### src/crr_pkg.sv
// shared types and constants of the circle ring rasteriser
`default_nettype none
package crr_pkg;

  // coordinate width carried between front and back, covers any screen size allowed
  localparam int unsigned POS_W    = 14;
  localparam int unsigned CTR_W    = 14;
  localparam int unsigned RAD_W    = 12;
  localparam int unsigned RING_W   = 25;
  localparam int unsigned COLOR_W  = 16;
  localparam int unsigned DIMREG_W = 13;
  localparam int unsigned BPP_W    = 6;
  localparam int unsigned OFS_W    = 26;
  localparam int unsigned PIX_W    = 28;
  localparam int unsigned SQ_W     = 30;
  localparam int unsigned WIDE_W   = 16;
  localparam int unsigned CFG_IDX_W = 2;

  localparam int unsigned QUEUE_DEPTH = 4;
  localparam int unsigned QPTR_W      = 2;

  typedef enum logic {
    FUNC_START = 1'b0,
    FUNC_STEP  = 1'b1
  } crr_func_e;

  typedef enum logic [CFG_IDX_W-1:0] {
    REG_SCREEN_WIDTH  = 2'd0,
    REG_SCREEN_HEIGHT = 2'd1,
    REG_PIXEL_BITS    = 2'd2
  } crr_reg_e;

  // one classified item handed from front to back
  typedef struct packed {
    logic                     chk;
    logic                     done;
    logic [POS_W-1:0]         col;
    logic [POS_W-1:0]         row;
    logic signed [CTR_W-1:0]  cx;
    logic signed [CTR_W-1:0]  cy;
    logic [RING_W-1:0]        inner;
    logic [RING_W-1:0]        outer;
    logic [COLOR_W-1:0]       color;
  } crr_cmd_t;

endpackage
`default_nettype wire

### src/crr_front.sv
// front: takes start and step beats, clips the box and walks the scan
`default_nettype none
module crr_front import crr_pkg::*; #(
  parameter int unsigned MAX_DIM = 4096
) (
  input  wire logic                  clk_i,
  input  wire logic                  rst_ni,
  input  wire logic                  accept_i,
  input  wire logic                  func_i,
  input  wire logic [CTR_W-1:0]      center_x_i,
  input  wire logic [CTR_W-1:0]      center_y_i,
  input  wire logic [RAD_W-1:0]      radius_i,
  input  wire logic [7:0]            red_i,
  input  wire logic [7:0]            green_i,
  input  wire logic [7:0]            blue_i,
  input  wire logic [DIMREG_W-1:0]   screen_width_i,
  input  wire logic [DIMREG_W-1:0]   screen_height_i,
  output crr_cmd_t                   cmd_o
);

  localparam int unsigned DIM_W = $clog2(MAX_DIM + 1);
  localparam logic signed [WIDE_W-1:0] MaxDimS = WIDE_W'(MAX_DIM);

  logic                      busy_q, busy_d;
  logic [DIM_W-1:0]          scan_row_q, scan_row_d;
  logic [DIM_W-1:0]          scan_col_q, scan_col_d;
  logic [DIM_W-1:0]          col_first_q, col_first_d;
  logic [DIM_W-1:0]          col_limit_q, col_limit_d;
  logic [DIM_W-1:0]          row_limit_q, row_limit_d;
  logic signed [CTR_W-1:0]   cx_q, cx_d;
  logic signed [CTR_W-1:0]   cy_q, cy_d;
  logic [RING_W-1:0]         inner_q, inner_d;
  logic [RING_W-1:0]         outer_q, outer_d;
  logic [COLOR_W-1:0]        color_q, color_d;

  logic signed [WIDE_W-1:0]  cx_w, cy_w, rad_w;
  logic signed [WIDE_W-1:0]  c0_raw, c1_raw, r0_raw, r1_raw;
  logic signed [WIDE_W-1:0]  c0, c1, r0, r1, lim_w, lim_h;
  logic                      box_empty;
  logic [2*RAD_W-1:0]        rad_sq;
  logic [DIM_W-1:0]          col_inc, row_inc;
  logic                      col_wrap, row_end;

  // box bounds, signed, clipped at zero and at the screen size capped at MAX_DIM
  always_comb begin
    cx_w   = WIDE_W'(signed'(center_x_i));
    cy_w   = WIDE_W'(signed'(center_y_i));
    rad_w  = signed'(WIDE_W'(radius_i));
    c0_raw = cx_w - rad_w;
    c1_raw = cx_w + rad_w + WIDE_W'(1);
    r0_raw = cy_w - rad_w;
    r1_raw = cy_w + rad_w + WIDE_W'(1);
    lim_w  = (signed'(WIDE_W'(screen_width_i)) < MaxDimS) ?
             signed'(WIDE_W'(screen_width_i)) : MaxDimS;
    lim_h  = (signed'(WIDE_W'(screen_height_i)) < MaxDimS) ?
             signed'(WIDE_W'(screen_height_i)) : MaxDimS;
    c0     = (c0_raw > 0) ? c0_raw : '0;
    r0     = (r0_raw > 0) ? r0_raw : '0;
    c1     = (c1_raw < lim_w) ? c1_raw : lim_w;
    r1     = (r1_raw < lim_h) ? r1_raw : lim_h;
    box_empty = (c0 >= c1) || (r0 >= r1);
    rad_sq = radius_i * radius_i;
  end

  always_comb begin
    col_inc  = scan_col_q + DIM_W'(1);
    row_inc  = scan_row_q + DIM_W'(1);
    col_wrap = col_inc >= col_limit_q;
    row_end  = row_inc >= row_limit_q;
  end

  // next scan state
  always_comb begin
    busy_d      = busy_q;
    scan_row_d  = scan_row_q;
    scan_col_d  = scan_col_q;
    col_first_d = col_first_q;
    col_limit_d = col_limit_q;
    row_limit_d = row_limit_q;
    cx_d        = cx_q;
    cy_d        = cy_q;
    inner_d     = inner_q;
    outer_d     = outer_q;
    color_d     = color_q;
    if (accept_i) begin
      case (crr_func_e'(func_i))
        FUNC_START: begin
          cx_d    = signed'(center_x_i);
          cy_d    = signed'(center_y_i);
          outer_d = RING_W'(rad_sq) + RING_W'(radius_i);
          inner_d = RING_W'(rad_sq) - RING_W'(radius_i);
          color_d = {red_i[7:3], green_i[7:2], blue_i[7:3]};
          if (box_empty) begin
            busy_d      = 1'b0;
            col_first_d = '0;
            col_limit_d = '0;
            row_limit_d = '0;
            scan_row_d  = '0;
            scan_col_d  = '0;
          end else begin
            busy_d      = 1'b1;
            col_first_d = c0[DIM_W-1:0];
            col_limit_d = c1[DIM_W-1:0];
            row_limit_d = r1[DIM_W-1:0];
            scan_row_d  = r0[DIM_W-1:0];
            scan_col_d  = c0[DIM_W-1:0];
          end
        end
        FUNC_STEP: begin
          if (busy_q) begin
            if (col_wrap) begin
              scan_col_d = col_first_q;
              scan_row_d = row_inc;
              if (row_end) begin
                busy_d = 1'b0;
              end
            end else begin
              scan_col_d = col_inc;
            end
          end
        end
        default: begin
          busy_d = busy_q;
        end
      endcase
    end
  end

  // classified beat for the back
  always_comb begin
    cmd_o = '0;
    case (crr_func_e'(func_i))
      FUNC_START: begin
        cmd_o.done = box_empty;
      end
      FUNC_STEP: begin
        if (busy_q) begin
          cmd_o.chk   = 1'b1;
          cmd_o.done  = col_wrap && row_end;
          cmd_o.col   = POS_W'(scan_col_q);
          cmd_o.row   = POS_W'(scan_row_q);
          cmd_o.cx    = cx_q;
          cmd_o.cy    = cy_q;
          cmd_o.inner = inner_q;
          cmd_o.outer = outer_q;
          cmd_o.color = color_q;
        end else begin
          cmd_o.done = 1'b1;
        end
      end
      default: begin
        cmd_o.done = 1'b1;
      end
    endcase
  end

  always_ff @(posedge clk_i or negedge rst_ni) begin
    if (!rst_ni) begin
      busy_q      <= 1'b0;
      scan_row_q  <= '0;
      scan_col_q  <= '0;
      col_first_q <= '0;
      col_limit_q <= '0;
      row_limit_q <= '0;
      cx_q        <= '0;
      cy_q        <= '0;
      inner_q     <= '0;
      outer_q     <= '0;
      color_q     <= '0;
    end else begin
      busy_q      <= busy_d;
      scan_row_q  <= scan_row_d;
      scan_col_q  <= scan_col_d;
      col_first_q <= col_first_d;
      col_limit_q <= col_limit_d;
      row_limit_q <= row_limit_d;
      cx_q        <= cx_d;
      cy_q        <= cy_d;
      inner_q     <= inner_d;
      outer_q     <= outer_d;
      color_q     <= color_d;
    end
  end

endmodule
`default_nettype wire

### src/crr_queue.sv
// short queue of classified beats between front and back
`default_nettype none
module crr_queue import crr_pkg::*; (
  input  wire logic  clk_i,
  input  wire logic  rst_ni,
  input  wire logic  push_i,
  input  crr_cmd_t   data_i,
  output logic       full_o,
  input  wire logic  pop_i,
  output crr_cmd_t   data_o,
  output logic       valid_o
);

  crr_cmd_t            mem_q [QUEUE_DEPTH];
  logic [QPTR_W-1:0]   wr_q, rd_q;
  logic [QPTR_W:0]     count_q, count_d;
  logic                do_push, do_pop;

  assign full_o  = count_q == (QPTR_W + 1)'(QUEUE_DEPTH);
  assign valid_o = count_q != '0;
  assign data_o  = mem_q[rd_q];
  assign do_push = push_i && !full_o;
  assign do_pop  = pop_i && valid_o;

  always_comb begin
    count_d = count_q;
    if (do_push && !do_pop) begin
      count_d = count_q + (QPTR_W + 1)'(1);
    end else if (!do_push && do_pop) begin
      count_d = count_q - (QPTR_W + 1)'(1);
    end
  end

  always_ff @(posedge clk_i) begin
    if (do_push) begin
      mem_q[wr_q] <= data_i;
    end
  end

  always_ff @(posedge clk_i or negedge rst_ni) begin
    if (!rst_ni) begin
      wr_q    <= '0;
      rd_q    <= '0;
      count_q <= '0;
    end else begin
      count_q <= count_d;
      if (do_push) begin
        wr_q <= wr_q + QPTR_W'(1);
      end
      if (do_pop) begin
        rd_q <= rd_q + QPTR_W'(1);
      end
    end
  end

`ifndef SYNTHESIS
  a_no_overflow: assert property (@(posedge clk_i) disable iff (!rst_ni)
    !(push_i && full_o))
    else $error("queue pushed while full");
  a_no_underflow: assert property (@(posedge clk_i) disable iff (!rst_ni)
    !(pop_i && !valid_o))
    else $error("queue popped while empty");
  a_count_up: assert property (@(posedge clk_i) disable iff (!rst_ni)
    (push_i && !full_o && !pop_i) |=> count_q == $past(count_q) + (QPTR_W + 1)'(1))
    else $error("queue fill count lost a beat");
`endif

endmodule
`default_nettype wire

### src/crr_back.sv
// back: distance test and byte offset, three register stages to the output
`default_nettype none
module crr_back import crr_pkg::*; (
  input  wire logic                 clk_i,
  input  wire logic                 rst_ni,
  input  wire logic                 cmd_valid_i,
  input  crr_cmd_t                  cmd_i,
  output logic                      cmd_pop_o,
  input  wire logic [DIMREG_W-1:0]  screen_width_i,
  input  wire logic [BPP_W-1:0]     pixel_bits_i,
  output logic                      out_valid_o,
  input  wire logic                 out_ready_i,
  output logic                      write_enable_o,
  output logic [OFS_W-1:0]          byte_offset_o,
  output logic [COLOR_W-1:0]        pixel_color_o,
  output logic                      done_o
);

  // stage 1: centre deltas and pixel index
  logic                       v1_q;
  logic                       chk1_q, done1_q;
  logic signed [WIDE_W-1:0]   dx1_q, dy1_q;
  logic [PIX_W-1:0]           pix1_q;
  logic [RING_W-1:0]          inner1_q, outer1_q;
  logic [COLOR_W-1:0]         color1_q;
  // stage 2: squares and scaled index
  logic                       v2_q;
  logic                       chk2_q, done2_q;
  logic [SQ_W-1:0]            sqx2_q, sqy2_q;
  logic [PIX_W+BPP_W-1:0]     prod2_q;
  logic [RING_W-1:0]          inner2_q, outer2_q;
  logic [COLOR_W-1:0]         color2_q;
  // stage 3: output register
  logic                       v3_q;
  logic                       we3_q, done3_q;
  logic [OFS_W-1:0]           ofs3_q;
  logic [COLOR_W-1:0]         color3_q;

  logic                       en1, en2, en3;
  logic signed [WIDE_W-1:0]   dx_d, dy_d;
  logic [PIX_W-1:0]           pix_d;
  logic signed [2*WIDE_W-1:0] sqx_full, sqy_full;
  logic [SQ_W-1:0]            dist_sq;
  logic                       on_ring;

  assign en3       = !v3_q || out_ready_i;
  assign en2       = !v2_q || en3;
  assign en1       = !v1_q || en2;
  assign cmd_pop_o = cmd_valid_i && en1;

  always_comb begin
    dx_d  = signed'(WIDE_W'(cmd_i.col)) - WIDE_W'(cmd_i.cx);
    dy_d  = signed'(WIDE_W'(cmd_i.row)) - WIDE_W'(cmd_i.cy);
    pix_d = PIX_W'(cmd_i.row) * PIX_W'(screen_width_i) + PIX_W'(cmd_i.col);
  end

  always_comb begin
    sqx_full = dx1_q * dx1_q;
    sqy_full = dy1_q * dy1_q;
  end

  always_comb begin
    dist_sq = sqx2_q + sqy2_q;
    on_ring = chk2_q && (dist_sq >= SQ_W'(inner2_q)) && (dist_sq <= SQ_W'(outer2_q));
  end

  always_ff @(posedge clk_i or negedge rst_ni) begin
    if (!rst_ni) begin
      v1_q <= 1'b0;
      v2_q <= 1'b0;
      v3_q <= 1'b0;
    end else begin
      if (en1) begin
        v1_q <= cmd_valid_i;
      end
      if (en2) begin
        v2_q <= v1_q;
      end
      if (en3) begin
        v3_q <= v2_q;
      end
    end
  end

  always_ff @(posedge clk_i) begin
    if (en1 && cmd_valid_i) begin
      chk1_q   <= cmd_i.chk;
      done1_q  <= cmd_i.done;
      dx1_q    <= dx_d;
      dy1_q    <= dy_d;
      pix1_q   <= pix_d;
      inner1_q <= cmd_i.inner;
      outer1_q <= cmd_i.outer;
      color1_q <= cmd_i.color;
    end
    if (en2 && v1_q) begin
      chk2_q   <= chk1_q;
      done2_q  <= done1_q;
      sqx2_q   <= SQ_W'(sqx_full);
      sqy2_q   <= SQ_W'(sqy_full);
      prod2_q  <= pix1_q * pixel_bits_i;
      inner2_q <= inner1_q;
      outer2_q <= outer1_q;
      color2_q <= color1_q;
    end
    if (en3 && v2_q) begin
      we3_q    <= on_ring;
      done3_q  <= done2_q;
      // divide by eight and keep 26 bits
      ofs3_q   <= on_ring ? prod2_q[OFS_W+2:3] : '0;
      color3_q <= on_ring ? color2_q : '0;
    end
  end

  assign out_valid_o    = v3_q;
  assign write_enable_o = we3_q;
  assign byte_offset_o  = ofs3_q;
  assign pixel_color_o  = color3_q;
  assign done_o         = done3_q;

`ifndef SYNTHESIS
  a_off_ring_zero: assert property (@(posedge clk_i) disable iff (!rst_ni)
    (v3_q && !we3_q) |-> (ofs3_q == '0 && color3_q == '0))
    else $error("pixel off the ring carries an offset or colour");
  a_stage2_hold: assert property (@(posedge clk_i) disable iff (!rst_ni)
    (v2_q && !en2) |=> v2_q)
    else $error("stalled stage two dropped its beat");
  a_stage1_hold: assert property (@(posedge clk_i) disable iff (!rst_ni)
    (v1_q && !en1) |=> (v1_q && $stable(pix1_q) && $stable(dx1_q)))
    else $error("stalled stage one changed");
`endif

endmodule
`default_nettype wire

### src/circle_ring_rasterizer_unit.sv
// top level of the circle ring rasteriser
`default_nettype none
// Takes one beat per clock while the queue has room: a start beat (tuser 0) latches
// centre, radius and colour and clips the bounding box; each step beat (tuser 1)
// tests the next pixel of the box, row by row, and gives one result beat with write
// enable, byte offset and RGB565 colour; tlast marks the last pixel, an empty box or
// a step while idle. Throughput is one beat per cycle in both directions while the
// queue is not full and the output is not stalled; a beat is registered in the
// queue, then in the delta, square and compare stages of the back end.
// A four-entry queue lets the front keep taking beats while the output stalls.
// The screen registers may only be written while no beat is in flight.
module circle_ring_rasterizer_unit import crr_pkg::*; #(
  parameter int unsigned MAX_DIM = 4096
) (
  input  wire logic                  clk_i,
  input  wire logic                  rst_ni,
  input  wire logic                  s_axis_tvalid,
  output logic                       s_axis_tready,
  // center_x[13:0], center_y[27:14], radius[39:28], red[47:40], green[55:48],
  // blue[63:56]
  input  wire logic [63:0]           s_axis_tdata,
  // func[0]
  input  wire logic                  s_axis_tuser,
  output logic                       m_axis_tvalid,
  input  wire logic                  m_axis_tready,
  // byte_offset[25:0], pixel_color[41:26], zero[47:42]
  output logic [47:0]                m_axis_tdata,
  // write_enable[0]
  output logic                       m_axis_tuser,
  // done_res
  output logic                       m_axis_tlast,
  input  wire logic                  cfg_we_i,
  input  wire logic [CFG_IDX_W-1:0]  cfg_idx_i,
  input  wire logic [DIMREG_W-1:0]   cfg_wdata_i
);

  logic [DIMREG_W-1:0]  screen_width_q;
  logic [DIMREG_W-1:0]  screen_height_q;
  logic [BPP_W-1:0]     pixel_bits_q;

  logic                 in_accept;
  logic                 q_full, q_valid, q_pop;
  crr_cmd_t             front_cmd, q_cmd;
  logic [OFS_W-1:0]     byte_offset;
  logic [COLOR_W-1:0]   pixel_color;

  always_ff @(posedge clk_i or negedge rst_ni) begin
    if (!rst_ni) begin
      screen_width_q  <= DIMREG_W'(640);
      screen_height_q <= DIMREG_W'(480);
      pixel_bits_q    <= BPP_W'(16);
    end else if (cfg_we_i) begin
      case (crr_reg_e'(cfg_idx_i))
        REG_SCREEN_WIDTH:  screen_width_q  <= cfg_wdata_i;
        REG_SCREEN_HEIGHT: screen_height_q <= cfg_wdata_i;
        REG_PIXEL_BITS:    pixel_bits_q    <= cfg_wdata_i[BPP_W-1:0];
        default: begin
          screen_width_q <= screen_width_q;
        end
      endcase
    end
  end

  assign s_axis_tready = !q_full;
  assign in_accept     = s_axis_tvalid && !q_full;

  crr_front #(
    .MAX_DIM (MAX_DIM)
  ) u_front (
    .clk_i           (clk_i),
    .rst_ni          (rst_ni),
    .accept_i        (in_accept),
    .func_i          (s_axis_tuser),
    .center_x_i      (s_axis_tdata[13:0]),
    .center_y_i      (s_axis_tdata[27:14]),
    .radius_i        (s_axis_tdata[39:28]),
    .red_i           (s_axis_tdata[47:40]),
    .green_i         (s_axis_tdata[55:48]),
    .blue_i          (s_axis_tdata[63:56]),
    .screen_width_i  (screen_width_q),
    .screen_height_i (screen_height_q),
    .cmd_o           (front_cmd)
  );

  crr_queue u_queue (
    .clk_i   (clk_i),
    .rst_ni  (rst_ni),
    .push_i  (in_accept),
    .data_i  (front_cmd),
    .full_o  (q_full),
    .pop_i   (q_pop),
    .data_o  (q_cmd),
    .valid_o (q_valid)
  );

  crr_back u_back (
    .clk_i          (clk_i),
    .rst_ni         (rst_ni),
    .cmd_valid_i    (q_valid),
    .cmd_i          (q_cmd),
    .cmd_pop_o      (q_pop),
    .screen_width_i (screen_width_q),
    .pixel_bits_i   (pixel_bits_q),
    .out_valid_o    (m_axis_tvalid),
    .out_ready_i    (m_axis_tready),
    .write_enable_o (m_axis_tuser),
    .byte_offset_o  (byte_offset),
    .pixel_color_o  (pixel_color),
    .done_o         (m_axis_tlast)
  );

  assign m_axis_tdata = {6'b0, pixel_color, byte_offset};

endmodule
`default_nettype wire
### config.mk
export PLATFORM = sky130hd
export DESIGN_NAME = circle_ring_rasterizer_unit
export DESIGN_NICKNAME = d
export VERILOG_FILES = /design/src/crr_pkg.sv /design/src/crr_front.sv /design/src/crr_queue.sv /design/src/crr_back.sv /design/src/circle_ring_rasterizer_unit.sv
export SDC_FILE = /design/constraint.sdc
export NUM_CORES = 2
export LEC_CHECK = 0
export BUFFER_PORTS_ARGS = -buffer_cell sky130_fd_sc_hd__buf_2
export CORE_MARGIN = 1
export CORE_UTILIZATION = 60
export CTS_BUF_LIST = sky130_fd_sc_hd__clkbuf_2
export DETAILED_ROUTE_END_ITERATION = 6
export PLACE_DENSITY = 0.77
export SETUP_SLACK_MARGIN = 0.05
export SLEW_MARGIN = 10
export SYNTH_ARGS = -nofsm -noshare
export SYNTH_HDL_FRONTEND = slang
export SYNTH_SLANG_ARGS = --single-unit
### constraint.sdc
create_clock -name clk_i -period 9.1 [get_ports clk_i]
set_input_delay 0.455 -clock clk_i [delete_from_list [all_inputs] [get_ports clk_i]]
set_output_delay 0.455 -clock clk_i [all_outputs]
set_load 0.03 [all_outputs]
==> reports/results.tsv <==
stage	metric	value	unit
drt	post-route ant nets	0	
setup_path	CP Class	primary input to register	
sta	Pins Over Slew Limit	0	
setup_path	CP Capture Type	register	
place	Inst Count DP	8669	
setup_path	Most common cell on crit path	a21o_1	
status	status	finished clean	
synthesis	top cells by count, synth	inv_1 (1154), edfxtp_1 (806), fa_1 (767)	
setup_path	CP Buf/Inv Count	7	
synthesis	synth top area cells	edfxtp_1 (31%), fa_1 (20%), ha_1 (9.7%), dfrtp_1 (6.2%), inv_1 (5.5%)	
cells_and_area	Nets	8869	
floorplanning	die height	363	µm
drt	Initial DRC Count	4282	
setup_path	type of origin of the critical path	primary input	
cts	CTS Hold Buffers Added	239	
drt	total number of vias	53500	
setup_path	CP peak stage delay	630	ps
synthesis	#FFs+latches synth	1006	
floorplanning	Core Box Area	129000	µm²
synthesis	synth warn	0	
synthesis	syn_area_per_cell	11.2	µm²
setup_path	Worst R2R Path Depth	23	
sta	Least-Margin Pin Slew	1190	ps
worst_hold_path	hold crit path type	primary input to register	
sta	Hold Vio Cnt, Final	0	
synthesis	register area share after synthesis	0.373	
sta	Worst Setup Slack, final	910	ps
synthesis	Netlist cell types	103	
cells_and_area	Layout Cells excl Fill	9374	
cts	# clock sinks	1006	
synthesis	asr flop ratio synth	0.199	
sta	RSZ-0062 raised after global routing	no	
drt	total wire length	188000	µm
setup_path	Worst path depth	36	
drt	Via density	5.71	
run	MaxCap Viol Count	0	
sta	clock period minus worst slack	8190	ps
grt	first-pass GRT wire length	299000	µm
synthesis	Post-Synthesis Cells	6973	
grt	gr usage total	0.291	
sta	Slew headroom	0.206	
cts	H-tree depth	4	
sta	final worst path period share	0.900	
floorplanning	# IOs	137	
setup_path	CP max FO	14	
cts	clk root buf	clkbuf_2	
sta	WHS	274	ps
sta	clk_skew	135	ps
synthesis	top-count cell post-synth	inv_1	
sta	setup violators final	0	
sta	Setup TNS Final	0	ps
place	dpl hpwl	137000	µm
floorplanning	Die X	363	µm
synthesis	number of flops mapped to enable cells by yosys	806	
cts	CTS Buf Count	241	
cts	worst skew pair latency	1680	ps
place	GP Congestion	0.909	
place	PortBufs	122	
setup_path	cell family with most CP delay	compound AO/OA/AOI/OAI gates	
cts	post-cts resize count	0	
drt	drt wl/cell	20.1	µm
cells_and_area	Fill cells	9795	
grt	number of global-route vias before repair	55700	
grt	initial antenna violation count	8	
sta	Peak Freq	0.122	GHz
synthesis	post-synth top area share	0.309	
setup_path	Crit-path slowest cell	a2111oi_0	
cells_and_area	area grow syn2layout	9.47	%
synthesis	area of the mapped netlist	78300	µm²
setup_path	WP data required	10590	ps
grt	pin count of the biggest net entering global routing	98	
cts	Clock Path Buffers	3	
cells_and_area	share of layout cells above drive strength 1	0.112	
synthesis	area leader, netlist	edfxtp_1	
cts	CTS tree	done	
floorplanning	die area	132000	µm²
setup_path	crit path DAT	9680	ps
place	DP Worst Slack	610	ps
synthesis	ys flop type	edfxtp_1	
drt	1st-pass router iterations	5	
drt	drc violations	0	
cts	clock slew at reported path FFs	110	ps
worst_hold_path	Min-Delay Path Depth	4	
cts	post-CTS setup buffers	0	
grt	total congestion overflow	0	
floorplanning	Starting Density	0.605	
floorplanning	FP Rows	132	
-- state kept, by name (all words and copies together) (netlist names), 14 cells and up --
signal                cells
u_back.color1_q          16
u_back.outer2_q          24
u_back.color2_q          16
u_front.cx_q             14
u_back.inner2_q          25
u_back.pix1_q            28
u_back.inner1_q          25
u_back.sqy2_q            29
u_front.outer_q          24
u_front.color_q          16
u_back.pixel_color_o     16
u_front.inner_q          24
u_back.prod2_q           26
u_queue.mem_q           484
u_back.outer1_q          24
u_back.dy1_q             16
u_back.byte_offset_o     26
u_back.dx1_q             16
u_front.cy_q             14
u_back.sqx2_q            29
-- final cells by class --
cell class / instances / area, µm² / share of cell area
well taps: 1742 / 2180 / 0.0254
inverters: 1166 / 4380 / 0.0511
clock inverters: 87 / 719 / 0.00839
multi-input cells: 4573 / 43900 / 0.512
diodes: 11 / 27.5 / 0.000321
flip-flops and latches: 1006 / 29200 / 0.341
clock buffers: 368 / 1840 / 0.0215
repair buffers: 421 / 3490 / 0.0407
-- routing by layer --
layer,track usage,vias up,part of all wire
li1,-,24500,-
met1,0.395,26700,0.42
met2,0.477,2074,0.48
met3,0.0500,304,0.071
met4,0.0993,0,0.028
met5,0,-,0
-- final timing paths --
check | startpoint | endpoint | slack, ps
min in group asynchronous | rst_ni | u_front.row_limit_q[0] | 570
max reg2reg | u_back.dx1_q[7] | u_back.sqx2_q[29] | 1570
min | cfg_wdata_i[6] | screen_width_q[6] | 270
max | s_axis_tdata[29] | u_front.scan_col_q[5] | 910
min reg2reg | u_back.inner1_q[9] | u_back.inner2_q[9] | 370
max in group asynchronous | rst_ni | pixel_bits_q[0] | 7480
-- kinds of logic after synthesis --
family	share of synthesized area
AND/OR/NAND/NOR	0.115
buffers and inverters	0.0684
adder cells (fa/ha/maj)	0.293
flip-flops	0.373
AO/OA/AOI/OAI	0.0744
XOR/XNOR	0.0337
multiplexers	0.0416
other	0.0000479
-- worst min-delay path, delay by kind of cell --
kind | cells | cell delay [ps]
mux | 1 | 160
buf+inv | 3 | 1250
-- per-stage QoR --
stage	cell area, µm²	util
after floorplan	78400	-
after global placement	80700	0.623
after detailed placement	80700	0.623
after CTS	85700	0.662
after global routing	85700	0.662
final	85700	0.662
-- cell usage in the layout, fill, tap and decap left out, drive strengths merged, types with 35 or more instances in the layout --
cell type    instances
nor3               125
ha                 608
clkbuf             369
xor2                95
mux4               121
o21bai              35
clkinv              78
mux2                41
a21oi              181
inv               1166
edfxtp             806
dlygate4sd3        237
nand3               74
o21a                53
xnor2              205
fa                 767
and3               148
nor2b               55
nand2b              53
and2               198
buf                183
nor2               299
a21o               101
nand2              743
dfrtp              193
o21ai              182
nand4               38
Power is not shown: default switching activity piles up to over one toggle a cycle in this logic, so the estimate is an artifact.
